File: src/sdehs_pkg.sv
`timescale 1ns / 1ps
// ----------------------------------------------------------------------------
// sdehs_pkg
// Types and constants shared by the servo drive enable and home sequencer.
// ----------------------------------------------------------------------------
package sdehs_pkg;

    // Request modes.
    typedef enum logic [1:0] {
        MODE_ENABLE  = 2'd0,
        MODE_HOME    = 2'd1,
        MODE_FOLLOW  = 2'd2,
        MODE_DISABLE = 2'd3
    } t_mode;

    // Report codes.
    typedef enum logic [2:0] {
        RPT_ENABLING    = 3'd0,
        RPT_ALL_ENABLED = 3'd1,
        RPT_HOMING      = 3'd2,
        RPT_ALL_HOME    = 3'd3,
        RPT_FOLLOWING   = 3'd4,
        RPT_NO_TARGET   = 3'd5,
        RPT_DISABLING   = 3'd6
    } t_report;

    // Drive states in the low byte of the status word.
    localparam logic [7:0] ST_ENABLED     = 8'h37;
    localparam logic [7:0] ST_SWITCHED_ON = 8'h33;
    localparam logic [7:0] ST_READY_A     = 8'h31;
    localparam logic [7:0] ST_READY_B     = 8'h21;
    localparam logic [7:0] ST_SW_DISABLED = 8'h50;

    // Control words.
    localparam logic [3:0] CW_NONE      = 4'h0;
    localparam logic [3:0] CW_SHUTDOWN  = 4'h6;
    localparam logic [3:0] CW_SWITCH_ON = 4'h7;
    localparam logic [3:0] CW_ENABLE_OP = 4'hF;

    localparam int          HOME_WINDOW = 80 * 3;
    localparam int          HOME_STEP   = 120 * 3;
    localparam logic [2:0]  HOLD_TOP    = 3'd5;

    // Configuration registers: one home position per joint.
    localparam int NUM_HOME  = 8;
    localparam int CFG_IDX_W = 3;
    localparam int CFG_W     = 32;

    typedef struct packed {
        t_mode              req_type;
        logic [2:0]         joint;
        logic               last_joint;
        logic [15:0]        drv_status;
        logic signed [31:0] actual_position;
        logic               target_present;
        logic signed [31:0] stream_target;
    } t_in_word;

    typedef struct packed {
        logic               ctrl_write;
        logic [3:0]         ctl_code;
        logic               pos_write;
        logic signed [31:0] pos_target;
        t_report            report;
        logic               joint_fault;
        logic               all_enabled;
        logic               all_at_default;
    } t_out_word;

    // One joint's entry in the state memory.
    typedef struct packed {
        logic [15:0]        last_status;
        logic [2:0]         hold_count;
        logic               enabled;
        logic               homed;
        logic signed [31:0] cmd_pos;
    } t_entry;

    localparam t_entry ENTRY_RST = '{
        last_status: 16'h0000,
        hold_count:  HOLD_TOP,
        enabled:     1'b0,
        homed:       1'b0,
        cmd_pos:     32'sd0
    };

endpackage

File: src/servo_drive_enable_home_sequencer.sv
`timescale 1ns / 1ps
// ----------------------------------------------------------------------------
// servo_drive_enable_home_sequencer
// Per-joint drive enable, homing, target follow and disable sequencer.
// ----------------------------------------------------------------------------
// An accepted word's result is registered into r_out when the compute stage
// (r_s1, r_rd) advances. Throughput: one word per cycle unless the output
// stalls, set by the single read-modify-write of the joint state memory; a
// write to the same joint is forwarded to the next word.
// Reset clears the latched flags, sets the accumulators and marks every joint
// entry as unwritten, so it reads as its reset value until first written.
module servo_drive_enable_home_sequencer
    import sdehs_pkg::*;
#(
    parameter int NUM_JOINTS = 8
) (
    input  logic                 i_clk,
    input  logic                 i_rst_n,
    input  logic                 i_in_valid,
    output logic                 o_in_stall,
    input  t_in_word             i_in_word,
    output logic                 o_out_valid,
    input  logic                 i_out_stall,
    output t_out_word            o_out_word,
    input  logic                 i_cfg_we,
    input  logic [CFG_IDX_W-1:0] i_cfg_idx,
    input  logic [CFG_W-1:0]     i_cfg_data
);

    localparam int AW = (NUM_JOINTS > 1) ? $clog2(NUM_JOINTS) : 1;
    localparam logic signed [33:0] P_MAX = 34'sd2147483647;
    localparam logic signed [33:0] P_MIN = -(34'sd2147483648);

    logic signed [31:0] r_home [NUM_HOME];

    t_entry             r_mem [NUM_JOINTS];
    logic [NUM_JOINTS-1:0] r_vld;

    logic      r_s1_vld;
    t_in_word  r_s1;
    t_entry    r_rd;
    logic      r_rd_vld;

    logic      r_wb_vld;
    logic [AW-1:0] r_wb_idx;
    t_entry    r_wb;

    logic      r_out_vld;
    t_out_word r_out;

    logic r_acc_en, r_acc_hm, r_flag_en, r_flag_hm;
    logic n_acc_en, n_acc_hm, n_flag_en, n_flag_hm;

    logic      adv, accept, s1_go, jv;
    logic [AW-1:0] idx0, idx1;
    t_entry    cur, n_entry;
    t_out_word res;

    assign adv        = !r_out_vld || !i_out_stall;
    assign o_in_stall = r_s1_vld && !adv;
    assign accept     = i_in_valid && !o_in_stall;
    assign s1_go      = r_s1_vld && adv;
    assign idx0       = i_in_word.joint[AW-1:0];
    assign idx1       = r_s1.joint[AW-1:0];
    assign jv         = 32'(r_s1.joint) < NUM_JOINTS;

    assign o_out_valid = r_out_vld;
    assign o_out_word  = r_out;

    // Configuration registers.
    always_ff @(posedge i_clk) begin
        if (!i_rst_n) begin
            for (int i = 0; i < NUM_HOME; i++) begin
                r_home[i] <= 32'sd0;
            end
        end else if (i_cfg_we) begin
            r_home[i_cfg_idx] <= i_cfg_data;
        end
    end

    // Joint state memory: one write port, one registered read port.
    always_ff @(posedge i_clk) begin
        if (s1_go && jv) begin
            r_mem[idx1] <= n_entry;
        end
        if (accept) begin
            r_rd <= r_mem[idx0];
        end
    end

    // Control state: valid bits, pipeline, forwarding record, flags.
    always_ff @(posedge i_clk) begin
        if (!i_rst_n) begin
            r_vld     <= '0;
            r_rd_vld  <= 1'b0;
            r_s1_vld  <= 1'b0;
            r_wb_vld  <= 1'b0;
            r_out_vld <= 1'b0;
            r_acc_en  <= 1'b1;
            r_acc_hm  <= 1'b1;
            r_flag_en <= 1'b0;
            r_flag_hm <= 1'b0;
        end else begin
            if (accept) begin
                r_s1_vld <= 1'b1;
                r_rd_vld <= r_vld[idx0];
            end else if (adv) begin
                r_s1_vld <= 1'b0;
            end
            if (s1_go) begin
                r_out_vld <= 1'b1;
                r_acc_en  <= n_acc_en;
                r_acc_hm  <= n_acc_hm;
                r_flag_en <= n_flag_en;
                r_flag_hm <= n_flag_hm;
                if (jv) begin
                    r_vld[idx1] <= 1'b1;
                    r_wb_vld    <= 1'b1;
                end
            end else if (!i_out_stall) begin
                r_out_vld <= 1'b0;
            end
        end
    end

    // Payload registers.
    always_ff @(posedge i_clk) begin
        if (accept) begin
            r_s1 <= i_in_word;
        end
        if (s1_go) begin
            r_out <= res;
            if (jv) begin
                r_wb_idx <= idx1;
                r_wb     <= n_entry;
            end
        end
    end

    // The last write is forwarded, since the memory read of this word may have
    // happened at the same edge as that write.
    always_comb begin
        if (r_wb_vld && (r_wb_idx == idx1)) begin
            cur = r_wb;
        end else if (r_rd_vld) begin
            cur = r_rd;
        end else begin
            cur = ENTRY_RST;
        end
    end

    always_comb begin
        logic [7:0]         low;
        logic signed [33:0] act, home, cmd, cmd_dn, cmd_up;
        logic               en, hm;

        low     = r_s1.drv_status[7:0];
        act     = 34'(r_s1.actual_position);
        home    = 34'(r_home[r_s1.joint]);
        cmd     = 34'(cur.cmd_pos);
        cmd_dn  = cmd - 34'(HOME_STEP);
        cmd_up  = cmd + 34'(HOME_STEP);
        en      = 1'b0;
        hm      = 1'b0;
        n_entry = cur;
        n_acc_en  = r_acc_en;
        n_acc_hm  = r_acc_hm;
        n_flag_en = r_flag_en;
        n_flag_hm = r_flag_hm;
        res.ctrl_write  = 1'b0;
        res.ctl_code    = CW_NONE;
        res.pos_write   = 1'b0;
        res.report      = RPT_ENABLING;
        res.joint_fault = 1'b0;

        case (r_s1.req_type)
            MODE_ENABLE: begin
                if (r_flag_en) begin
                    res.report = RPT_ALL_ENABLED;
                end else begin
                    if (jv) begin
                        if (cur.last_status != r_s1.drv_status) begin
                            n_entry.last_status = r_s1.drv_status;
                            n_entry.hold_count  = HOLD_TOP;
                        end
                        if (low != ST_ENABLED) begin
                            n_entry.enabled = 1'b0;
                            if (n_entry.hold_count == HOLD_TOP) begin
                                if (low == ST_SW_DISABLED) begin
                                    res.ctrl_write = 1'b1;
                                    res.ctl_code   = CW_SHUTDOWN;
                                end else if (low == ST_READY_A || low == ST_READY_B) begin
                                    n_entry.cmd_pos = r_s1.actual_position;
                                    res.pos_write   = 1'b1;
                                    res.ctrl_write  = 1'b1;
                                    res.ctl_code    = CW_SWITCH_ON;
                                end else if (low == ST_SWITCHED_ON) begin
                                    n_entry.cmd_pos = r_s1.actual_position;
                                    res.pos_write   = 1'b1;
                                    res.ctrl_write  = 1'b1;
                                    res.ctl_code    = CW_ENABLE_OP;
                                end
                            end
                            if (n_entry.hold_count == 3'd0 || n_entry.hold_count > HOLD_TOP) begin
                                n_entry.hold_count = HOLD_TOP;
                            end else begin
                                n_entry.hold_count = n_entry.hold_count - 3'd1;
                            end
                        end else begin
                            n_entry.enabled = 1'b1;
                        end
                        en = n_entry.enabled;
                    end
                    n_acc_en = r_acc_en && en;
                    if (r_s1.last_joint) begin
                        n_flag_en = n_acc_en;
                        n_acc_en  = 1'b1;
                    end
                end
            end
            MODE_HOME: begin
                if (r_flag_hm) begin
                    res.report = RPT_ALL_HOME;
                end else begin
                    res.report = RPT_HOMING;
                    if (jv) begin
                        if (low == ST_ENABLED) begin
                            if (!cur.homed) begin
                                if (act > home + 34'(HOME_WINDOW)) begin
                                    n_entry.cmd_pos = (cmd_dn < P_MIN) ? P_MIN[31:0]
                                                                       : cmd_dn[31:0];
                                end else if (act < home - 34'(HOME_WINDOW)) begin
                                    n_entry.cmd_pos = (cmd_up > P_MAX) ? P_MAX[31:0]
                                                                       : cmd_up[31:0];
                                end else begin
                                    n_entry.homed = 1'b1;
                                end
                                res.pos_write = 1'b1;
                            end
                        end else begin
                            res.joint_fault = 1'b1;
                        end
                        hm = n_entry.homed;
                    end
                    n_acc_hm = r_acc_hm && hm;
                    if (r_s1.last_joint) begin
                        n_flag_hm = n_acc_hm;
                        n_acc_hm  = 1'b1;
                    end
                end
            end
            MODE_FOLLOW: begin
                if (!r_s1.target_present) begin
                    res.report = RPT_NO_TARGET;
                end else begin
                    res.report = RPT_FOLLOWING;
                    if (jv) begin
                        if (low == ST_ENABLED) begin
                            n_entry.cmd_pos = r_s1.stream_target;
                            res.pos_write   = 1'b1;
                        end else begin
                            res.joint_fault = 1'b1;
                        end
                    end
                end
            end
            default: begin
                res.report = RPT_DISABLING;
                if (jv) begin
                    if (cur.last_status != r_s1.drv_status) begin
                        n_entry.last_status = r_s1.drv_status;
                        n_entry.hold_count  = HOLD_TOP;
                    end
                    if (low == ST_ENABLED) begin
                        res.ctrl_write = 1'b1;
                        res.ctl_code   = CW_SWITCH_ON;
                    end else if (low == ST_SWITCHED_ON || low == ST_READY_B) begin
                        res.ctrl_write = 1'b1;
                        res.ctl_code   = CW_SHUTDOWN;
                    end
                end
            end
        endcase

        res.pos_target     = jv ? n_entry.cmd_pos : 32'sd0;
        res.all_enabled    = n_flag_en;
        res.all_at_default = n_flag_hm;
    end

    // The input side stalls only behind a word held in the compute stage.
    a_stall_needs_s1: assert property (@(posedge i_clk) disable iff (!i_rst_n)
        o_in_stall |-> r_s1_vld)
        else $error("input stalled with an empty compute stage");

    // A latched report must agree with the flag shown beside it.
    a_rpt_all_en: assert property (@(posedge i_clk) disable iff (!i_rst_n)
        (o_out_valid && o_out_word.report == RPT_ALL_ENABLED) |-> o_out_word.all_enabled)
        else $error("all-enabled report without the flag");

    a_rpt_all_home: assert property (@(posedge i_clk) disable iff (!i_rst_n)
        (o_out_valid && o_out_word.report == RPT_ALL_HOME) |-> o_out_word.all_at_default)
        else $error("all-home report without the flag");

    // The hold counter never leaves its range once written back.
    a_hold_range: assert property (@(posedge i_clk) disable iff (!i_rst_n)
        (s1_go && jv) |-> (n_entry.hold_count <= HOLD_TOP))
        else $error("hold counter out of range");

    // Faults come only from homing or following.
    a_fault_mode: assert property (@(posedge i_clk) disable iff (!i_rst_n)
        (o_out_valid && o_out_word.joint_fault) |->
            (o_out_word.report == RPT_HOMING || o_out_word.report == RPT_FOLLOWING))
        else $error("joint fault outside homing or following");

endmodule
File: config.mk
export PLATFORM = sky130hd
export DESIGN_NAME = servo_drive_enable_home_sequencer
export DESIGN_NICKNAME = d
export VERILOG_FILES = /design/src/sdehs_pkg.sv /design/src/servo_drive_enable_home_sequencer.sv
export SDC_FILE = /design/constraint.sdc
export NUM_CORES = 1
export LEC_CHECK = 0
export BUFFER_PORTS_ARGS = -buffer_cell sky130_fd_sc_hd__buf_2
export CORE_UTILIZATION = 29
export CTS_CLUSTER_DIAMETER = 120
export DETAILED_ROUTE_END_ITERATION = 8
export PLACE_DENSITY_LB_ADDON = 0.15
export SETUP_SLACK_MARGIN = 0.1
export SLEW_MARGIN = 20
export SYNTH_ARGS = -nofsm -noshare
export SYNTH_HDL_FRONTEND = slang
export SYNTH_SLANG_ARGS = --single-unit
File: constraint.sdc
create_clock -name i_clk -period 13 [get_ports i_clk]
set_clock_uncertainty 0.15 [all_clocks]
set_input_delay 1.95 -clock i_clk [delete_from_list [all_inputs] [get_ports i_clk]]
set_output_delay 1.95 -clock i_clk [all_outputs]
set_load 0.02 [all_outputs]
### Word-level counts from Yosys, hierarchy flattened

Memory sizes are Yosys's and may differ from the RTL's. A register that Yosys moved wholly into a read port is not among the register bits.
Index checks and enable logic that the tools add are counted.

* bits in registers: 171
* memory bits (writable): 680
* logic and storage cells: 165
* memories: 2

* $add $sub $neg: 5
* $lt $le $gt $ge: 8
* eq/ne operators: 12
* multiplexer cells: 84
* bitwise operators: 3
* reduce and logical (&&, ||, !) cells: 22

Memory list
* r_mem: words 8, width 53, read ports 1, clocked after memory_dff 1, wr ports 1, RTL line servo_drive_enable_home_sequencer.sv:36 `t_entry r_mem [NUM_JOINTS];`
* r_home: words 8, width 32, read ports 1, clocked after memory_dff 1, wr ports 8, RTL line servo_drive_enable_home_sequencer.sv:34 `logic signed [31:0] r_home [NUM_HOME];`

Operators by type and width (number)
* 2-to-1 mux 32 bit: 13
* 2-to-1 mux 53 bit: 2
* 2-to-1 mux 33 bit: 3
* one-hot mux 32 bit (3 select lines): 1
* 2-to-1 mux 19 bit: 3
* 2-to-1 mux 1 bit: 42
* one-hot mux 19 bit (2 select lines): 1
* adder 32 x 10 -> 33 bit, second input constant: 1
* adder 32 x 9 -> 33 bit, second input constant: 1
* greater-than comparator 32 x 33 -> 1 bit: 1
* greater-than comparator 33 x 32 -> 1 bit, second input constant: 1
* < comparator 32 x 33 -> 1 bit: 1
* < comparator 33 x 32 -> 1 bit, second input constant: 1
* subtractor 32 x 10 -> 33 bit, second input constant: 1
* subtractor 32 x 9 -> 33 bit, second input constant: 1
* == test 8 x 6 -> 1 bit, second input constant: 4
* OR reduction 32 bit: 1
* 2-to-1 mux 6 bit: 5
* 2-to-1 mux 20 bit: 1
* inequality test 16 bit: 1
* 2-to-1 mux 5 bit: 3
* 2-to-1 mux 3 bit: 4
* one-hot mux 5 bit (2 select lines): 1
* one-hot mux 3 bit (3 select lines): 1
* other kinds (25): 40

### Logic depth before layout (Yosys ltp)

Gate-level depths: netlist of run 1.

* depth in word-level cells: 16
* gate-level depth with buffers: 29

### Worst setup path before layout of run 1

No wires, ideal clock.

* path kind: input-to-reg
* start point: in i_out_stall
* end point: mem r_mem[1][0] (netlist name) (enable)
* setup time: 0.528 ns
* data arrival time: 9.596 ns
* path slack: 2.726 ns
* stages on the path: 3
* path through: a21boi_1 > nand2_1 > nor3_1

* longest elaborated chain between the ends: 5

Ends and longest elaborated chain
* start, declared: RTL line servo_drive_enable_home_sequencer.sv:23 `input logic i_out_stall,`
* logical NOT 1 bit
* logical OR 1 bit: RTL line servo_drive_enable_home_sequencer.sv:59 `assign adv = !r_out_vld || !i_out_stall;`
* logical AND 1 bit: RTL line servo_drive_enable_home_sequencer.sv:62 `assign s1_go = r_s1_vld && adv;`
* 2-to-1 mux 1 bit: RTL line servo_drive_enable_home_sequencer.sv:83 `if (s1_go && jv) begin`
* 2-to-1 mux 1 bit (not written as such): RTL line servo_drive_enable_home_sequencer.sv:84 `r_mem[idx1] <= n_entry;`
* end, declared: RTL line servo_drive_enable_home_sequencer.sv:36

No other way between the ends.

==> impl_metrics.csv, run 1 <==
group,metric,value,unit
floorplanning,dieHeight,389,µm
clocking,cts_resized,0,
clocking,clk_pin_slew,0.06,ns
grt,grt_antenna_before_repair,10,
cells_and_area,layout-drive-gt1-share,21.0,%
power_and_ir_drop,p_leak,17.0,nW
synth,synth_xor_area_share,1.82,%
power_and_ir_drop,peakVddDrop,95.2,µV
setup_path,crit_arrival,8.38,ns
power_and_ir_drop,seqPwrFrac,48.8,%
floorplanning,die_w,389,µm
synth,syn_area,43400,µm²
synth,yosysSeqAreaShare,61.4,%
grt,use_met3,2.93,%
setup_path,cpMaxStageDelayCell,"a211oi_1",
timing,slew_headroom,28.3,%
grt,grt_first_pass_wirelength,204000,µm
clocking,cts-root-buf,"clkbuf_16",
clocking,clock_path_buffers,3,
grt,grt_max_degree,86,
setup_path,cp_cell_sequence,"buf_4, mux4_2, mux2_2, inv_1, ha_1, nand3_1, nand3_1, nor3b_1, nand2_1, or2_1, or4_1, xnor2_1, ha_1, nand3_1, o221a_2, o211ai_1, a31oi_1, a31o_2, nand2_1, nor3_1, a2111oi_0, a2111oi_0, a211oi_1",
power_and_ir_drop,p_per_area,140,nW/µm²
floorplanning,num_rows,141,
synth,synthCells,3073,
detailed_routing,vias,27538,
placement,place_area,46400,µm²
setup_path,worstSetupPathType,"reg -> reg",
power_and_ir_drop,intPower,5.13,mW
power_and_ir_drop,combinationalPowerShare,11.5,%
timing,rsz0062_at_grt,"false",
synth,yosys.area_share.simple,11.3,%
detailed_routing,wl_per_cell,27.3,µm
timing,worstMarginPinSlew,1.05,ns
synth,synth_fa_ha_area_share,2.10,%
setup_path,start_kind,"flip-flop",
clocking,clk_latency,0.72,ns
power_and_ir_drop,power.switching,1.78,mW
worst_hold_path,worstHoldPathType,"reg -> reg",
detailed_routing,viasPerCell,5.28,
grt,grt_pass1_vias,27309,
synth,synth_top_family_by_area,"multiplexers",
synth,synth_compound_area_share,8.25,%
floorplanning,initial_core_util,29.3,%
placement,place.port_buffers,172,
setup_path,crit_required,13.22,ns
timing,period_share,62.8,%
synth,ys_seq_elements,895,
detailed_routing,initialDrtViolationCount,2825,
grt,use_met1,27.0,%
synth,synth_edf_count,876,
power_and_ir_drop,power.clock.fraction,39.7,%
synth,synth_ff_type,"edfxtp_1",
synth,synth_warnings,0,
synth,synth_cell_types,91,
outcome,status,"finished, final reports clean",
grt,grt.total_usage,18.6,%
floorplanning,dieArea,151000,µm²
timing,fin_setup_tns,0,ns
grt,gr-total-overflow,0,
detailed_routing,drc,0,
floorplanning,io_pins,173,
cells_and_area,design_area,49500,µm²
grt,grt_use_met2,28.9,%
job,maxCapViolCount,0,
cells_and_area,layout_commonest_cell,"edfxtp_1",
floorplanning,core-area,148000,µm²
grt,busiest_layer,"met2",
clocking,cts.sinks,895,
clocking,numCtsBuffers,100,
timing,period_minus_slack,8.16,ns
setup_path,crit_family,"simple AND/OR/NAND/NOR gates",
clocking,postCtsSetupBuffers,0,
cells_and_area,final_nets,3404,
timing,setup_viol,0,
setup_path,crit_buf_inv,2,
detailed_routing,wl,142000,µm
setup_path,worstSetupEndpointType,"flip-flop",
clocking,cts_tree,"yes",
setup_path,crit_top_cell,"nand3_1",
cells_and_area,syn_to_final_growth,13.9,%
power_and_ir_drop,switching_share,25.8,%
synth,async_flop_share,0,%
detailed_routing,drt_pass1_iterations,6,
detailed_routing,ant_nets,0,
clocking,htreeDepth,3,
timing,maxSlewViolCount,0,
placement,gp_congestion,0.929,
synth,syn_nets,3273,
synth,synthMuxAreaShare,12.3,%
setup_path,critPathMaxStageDelay,0.79,ns
setup_path,worstPathMaxFanout,53,
timing,max_freq,0.122,GHz
clocking,cts_hold_buf,0,
placement,dp_hpwl,92300,µm
cells_and_area,layout_common_cells,"876 x edfxtp_1, 279 x and2_1, 170 x mux4_2",
timing,hold_violations,0,
synth,synth.avg_cell_area,14.1,µm²
-- stage by stage --
stage	power [mW]	util [%]	std cells	hold WS [ns]	setup slack (ns)
2_1_floorplan	3.92	-	3073	0.285	2.73
3_3_place_gp	4.23	31.3	5031	0.292	4.69
3_5_place_dp	4.23	31.3	5031	0.298	4.56
4_1_cts	6.99	33.4	5214	0.312	4.55
5_1_grt	7.16	33.4	5215	0.332	4.20
6_report	6.92	33.4	5216	0.313	4.84
-- area by class of cell --
| cell class | count | area (µm²) |
|---|---|---|
| Clock buffer | 127 | 2640 |
| Antenna cell | 1 | 2.50 |
| Tap cell | 1930 | 2410 |
| Inverter | 47 | 181 |
| Sequential cell | 895 | 26700 |
| Fill cell | 14517 | 98700 |
| Timing Repair Buffer | 233 | 1340 |
| Multi-Input combinational cell | 1927 | 15700 |
| Clock inverter | 56 | 455 |
-- power by group through the flow --
| stage | Combinational, mW | Clock [mW] | Sequential, mW |
|---|---|---|---|
| after floorplan | 0.530 | 0 | 3.39 |
| after detailed placement | 0.797 | 0 | 3.43 |
| final | 0.795 | 2.75 | 3.37 |
| after global placement | 0.796 | 0 | 3.44 |
| after global routing | 0.863 | 2.92 | 3.38 |
| after CTS | 0.800 | 2.81 | 3.37 |
-- worst register-to-register path, stage by stage, from the launching register on --
cell	delay (ns)
dfxtp_2	0.52
buf_4	0.69
mux4_2	0.38
mux2_2	0.27
inv_1	0.09
ha_1	0.21
nand3_1	0.14
nand3_1	0.17
nor3b_1	0.47
nand2_1	0.21
or2_1	0.35
or4_1	0.56
xnor2_1	0.15
ha_1	0.33
nand3_1	0.12
o221a_2	0.27
o211ai_1	0.18
a31oi_1	0.13
a31o_2	0.46
nand2_1	0.51
nor3_1	0.11
a2111oi_0	0.43
a2111oi_0	0.13
a211oi_1	0.79
-- flip-flops by register name, summed over array words and instances (netlist names), named ones only --
name,flops
idx1,3
o_out_valid,1
o_out_word,42
r_acc_en,1
r_acc_hm,1
r_flag_en,1
r_flag_hm,1
r_home,256
r_mem,416
r_rd,52
r_rd_vld,1
r_s1,84
r_s1_vld,1
r_vld,8
r_wb,20
r_wb_idx,3
r_wb_vld,1
-- synthesized netlist by cell type, drive strengths merged, types with 31 or more instances --
cell | instances | area (µm²)
edfxtp | 876 | 26300
and2 | 279 | 1750
mux4 | 170 | 3830
nand2 | 166 | 623
a21oi | 137 | 697
o21ai | 134 | 686
nor2 | 131 | 492
clkbuf | 114 | 428
buf | 90 | 584
nand3 | 77 | 385
mux2 | 76 | 860
ha | 73 | 913
mux2i | 67 | 671
xnor2 | 67 | 587
nor3 | 52 | 260
inv | 45 | 169
and3 | 41 | 257
nand4 | 31 | 194
-- path summary, 6_finish.rpt --
path	from	end	slack, ns	cells after the start
hold / removal	r_vld[2]	r_vld[2]	0.31	1
hold reg to reg	r_vld[2]	r_vld[2]	0.31	1
setup / recovery	flip-flop	r_mem[0][20]	4.84	23
setup reg to reg	flip-flop	r_mem[0][20]	4.84	23
-- per-layer routing --
layer,share of wire (%),vias up
met5,0.032,-
li1,-,12224
met2,45,949
met1,47,14143
met3,5.6,216
met4,2.3,6
-- cells by family (layout without fill, tap and decap cells) --
group,count (synthesis),count (layout)
multiplexers,313,313
adder cells (fa/ha/maj),73,73
AND/OR/NAND/NOR,910,910
XOR/XNOR,90,90
AO/OA/AOI/OAI,541,541
flip-flops,895,895
other,0,1
buffers and inverters,251,463
Power figures use the tool's default switching activity.
==> inputs of run 2 (changes only) <==
==> constraint.sdc (replaced) <==
create_clock -name i_clk -period 7.2 [get_ports i_clk]
set_clock_uncertainty 0.15 [all_clocks]
set_input_delay 1.08 -clock i_clk [delete_from_list [all_inputs] [get_ports i_clk]]
set_output_delay 1.08 -clock i_clk [all_outputs]
set_load 0.02 [all_outputs]
==> impl_metrics.csv, run 2 (synthesis results as in run 1) <==
group,metric,value,unit
cells_and_area,reg_top3,"r_mem x416, r_home x256, r_s1 x84",
power_and_ir_drop,intPower,9.56,mW
clocking,htreeDepth,3,
clocking,clk_pin_slew,0.06,ns
setup_path,crit_arrival,6.85,ns
cells_and_area,largest_reg_flops,416,
clocking,numCtsBuffers,102,
setup_path,worstPathMaxFanout,12,
timing,hold_violations,0,
cells_and_area,layout_commonest_cell,"edfxtp_1",
cells_and_area,layout-drive-gt1-share,22.9,%
placement,place_area,47000,µm²
cells_and_area,layout_common_cells,"876 x edfxtp_1, 279 x and2_1, 170 x mux4_2",
worst_hold_path,holdPathStages,1,
power_and_ir_drop,switching_share,25.6,%
grt,grt_max_degree,115,
cells_and_area,fillers,14515,
job,maxCapViolCount,0,
placement,place.port_buffers,172,
detailed_routing,ant_nets,0,
timing,setup_ws,0.645,ns
clocking,cts.sinks,895,
floorplanning,core-area,148000,µm²
timing,period_minus_slack,6.55,ns
grt,grt.total_usage,18.5,%
floorplanning,initial_core_util,29.3,%
floorplanning,num_rows,141,
clocking,clock_path_buffers,3,
cells_and_area,multi_input_area,15800,µm²
timing,period_share,91.0,%
floorplanning,die_w,389,µm
grt,gr-total-overflow,0,
power_and_ir_drop,combinationalPowerShare,11.9,%
detailed_routing,wl,142000,µm
detailed_routing,drt_pass1_iterations,5,
timing,whs,0.315,ns
placement,gp_congestion,0.937,
power_and_ir_drop,seqPwrFrac,47.5,%
grt,grt_pass1_vias,27437,
power_and_ir_drop,peakVddDrop,196,µV
setup_path,worstSetupEndpointType,"flip-flop",
cells_and_area,syn_to_final_growth,15.9,%
cells_and_area,final_nets,3476,
timing,fin_setup_tns,0,ns
detailed_routing,wl_per_cell,26.8,µm
outcome,status,"finished, final reports clean",
detailed_routing,vias,27634,
power_and_ir_drop,power.clock.fraction,40.7,%
detailed_routing,drc,0,
floorplanning,dieArea,151000,µm²
timing,slew_headroom,24.3,%
timing,setup_viol,0,
detailed_routing,viasPerCell,5.22,
power_and_ir_drop,p_leak,17.4,nW
timing,rsz0062_at_grt,"false",
timing,maxSlewViolCount,0,
setup_path,ff2ff_path_depth,22,
cells_and_area,largest_register,"r_mem",
power_and_ir_drop,p_per_area,255,nW/µm²
worst_hold_path,worstHoldPathType,"reg -> reg",
clocking,cts_tree,"yes",
grt,grt_antenna_before_repair,13,
floorplanning,dieHeight,389,µm
cells_and_area,regArea,26700,µm²
power_and_ir_drop,power.switching,3.28,mW
setup_path,crit_required,7.49,ns
setup_path,worstSetupPathType,"reg -> reg",
clocking,cts_hold_buf,0,
cells_and_area,design_area,50300,µm²
timing,max_freq,0.153,GHz
placement,dp_slack,0.216,ns
cells_and_area,final_util,34.0,%
timing,worstMarginPinSlew,1.13,ns
clocking,cts-root-buf,"clkbuf_16",
placement,dp_hpwl,94300,µm
cells_and_area,antenna_cells,0,
detailed_routing,initialDrtViolationCount,2384,
grt,grt_first_pass_wirelength,203000,µm
clocking,clk_latency,0.74,ns
setup_path,start_kind,"flip-flop",
floorplanning,io_pins,173,
==> run 2: cell types whose count changed in the layout (fill, tap and decap cells not counted), sizes merged <==
cell,previous run,this run
buf,231,301
bufinv,6,11
clkbuf,129,128
clkinv,43,38
clkinvlp,1,5
diode,1,0
inv,53,54
==> run 2: worst paths after layout <==
kind / start / end / slack, ns
worst min register to register: r_vld[6] / r_vld[6] / 0.31
worst max-delay path: flip-flop / r_mem[0][20] / 0.65
worst max register to register: flip-flop / r_mem[0][20] / 0.65
worst min-delay path: r_vld[6] / r_vld[6] / 0.31
==> run 2: worst max-delay path, stage by stage (launching register included) <==
cell	delay (ns)
dfxtp_4	0.51
buf_8	0.21
mux4_2	0.53
nor3b_1	0.41
o211ai_1	0.19
nor2_1	0.24
nand3_1	0.15
nor3_1	0.35
nand3_1	0.22
nor2_1	0.28
nand3_1	0.14
xnor2_1	0.18
ha_1	0.29
nand3_1	0.07
nor4_1	0.20
buf_4	0.16
o311ai_0	0.13
and2_1	0.30
nand2_1	0.14
nor3_1	0.06
a2111oi_0	0.56
a2111oi_0	0.19
a211oi_2	0.62
==> run 2: what timing repair did <==
item,4_1_cts,5_1_grt
endpoints found under the hold margin,0,0
setup buffers,0,1
setup endpoints to repair,0,72
gates resized for setup,0,4
==> run 2: through the flow <==
step                power, mW  cells
global route             13.3   5289
global placement         7.73   5100
finish                   12.8   5289
CTS                      13.0   5287
floorplan                7.07   3073
detailed placement       7.72   5100
==> run 2: power by group through the flow <==
stage               combinational (mW)  sequential [mW]  clock [mW]
finish                            1.53             6.09        5.22
global placement                  1.52             6.21           0
global route                      1.65             6.11        5.54
CTS                               1.53             6.10        5.37
floorplan                        0.957             6.11           0
detailed placement                1.52             6.20           0
==> run 2: layout make-up <==
class / instances / area share (%)
clock buffer: 126 / 5.29
clock inverter: 61 / 1.31
inverter: 47 / 0.360
multi-input combinational: 1927 / 31.4
sequential: 895 / 53.0
tap: 1930 / 4.80
timing repair buffer: 303 / 3.85
==> run 2: routing by layer <==
layer	routed length (µm)	GRT usage, %
met3	8400	2.60
met4	2770	4.69
met2	64600	29.0
met1	65900	26.8
met5	22	0
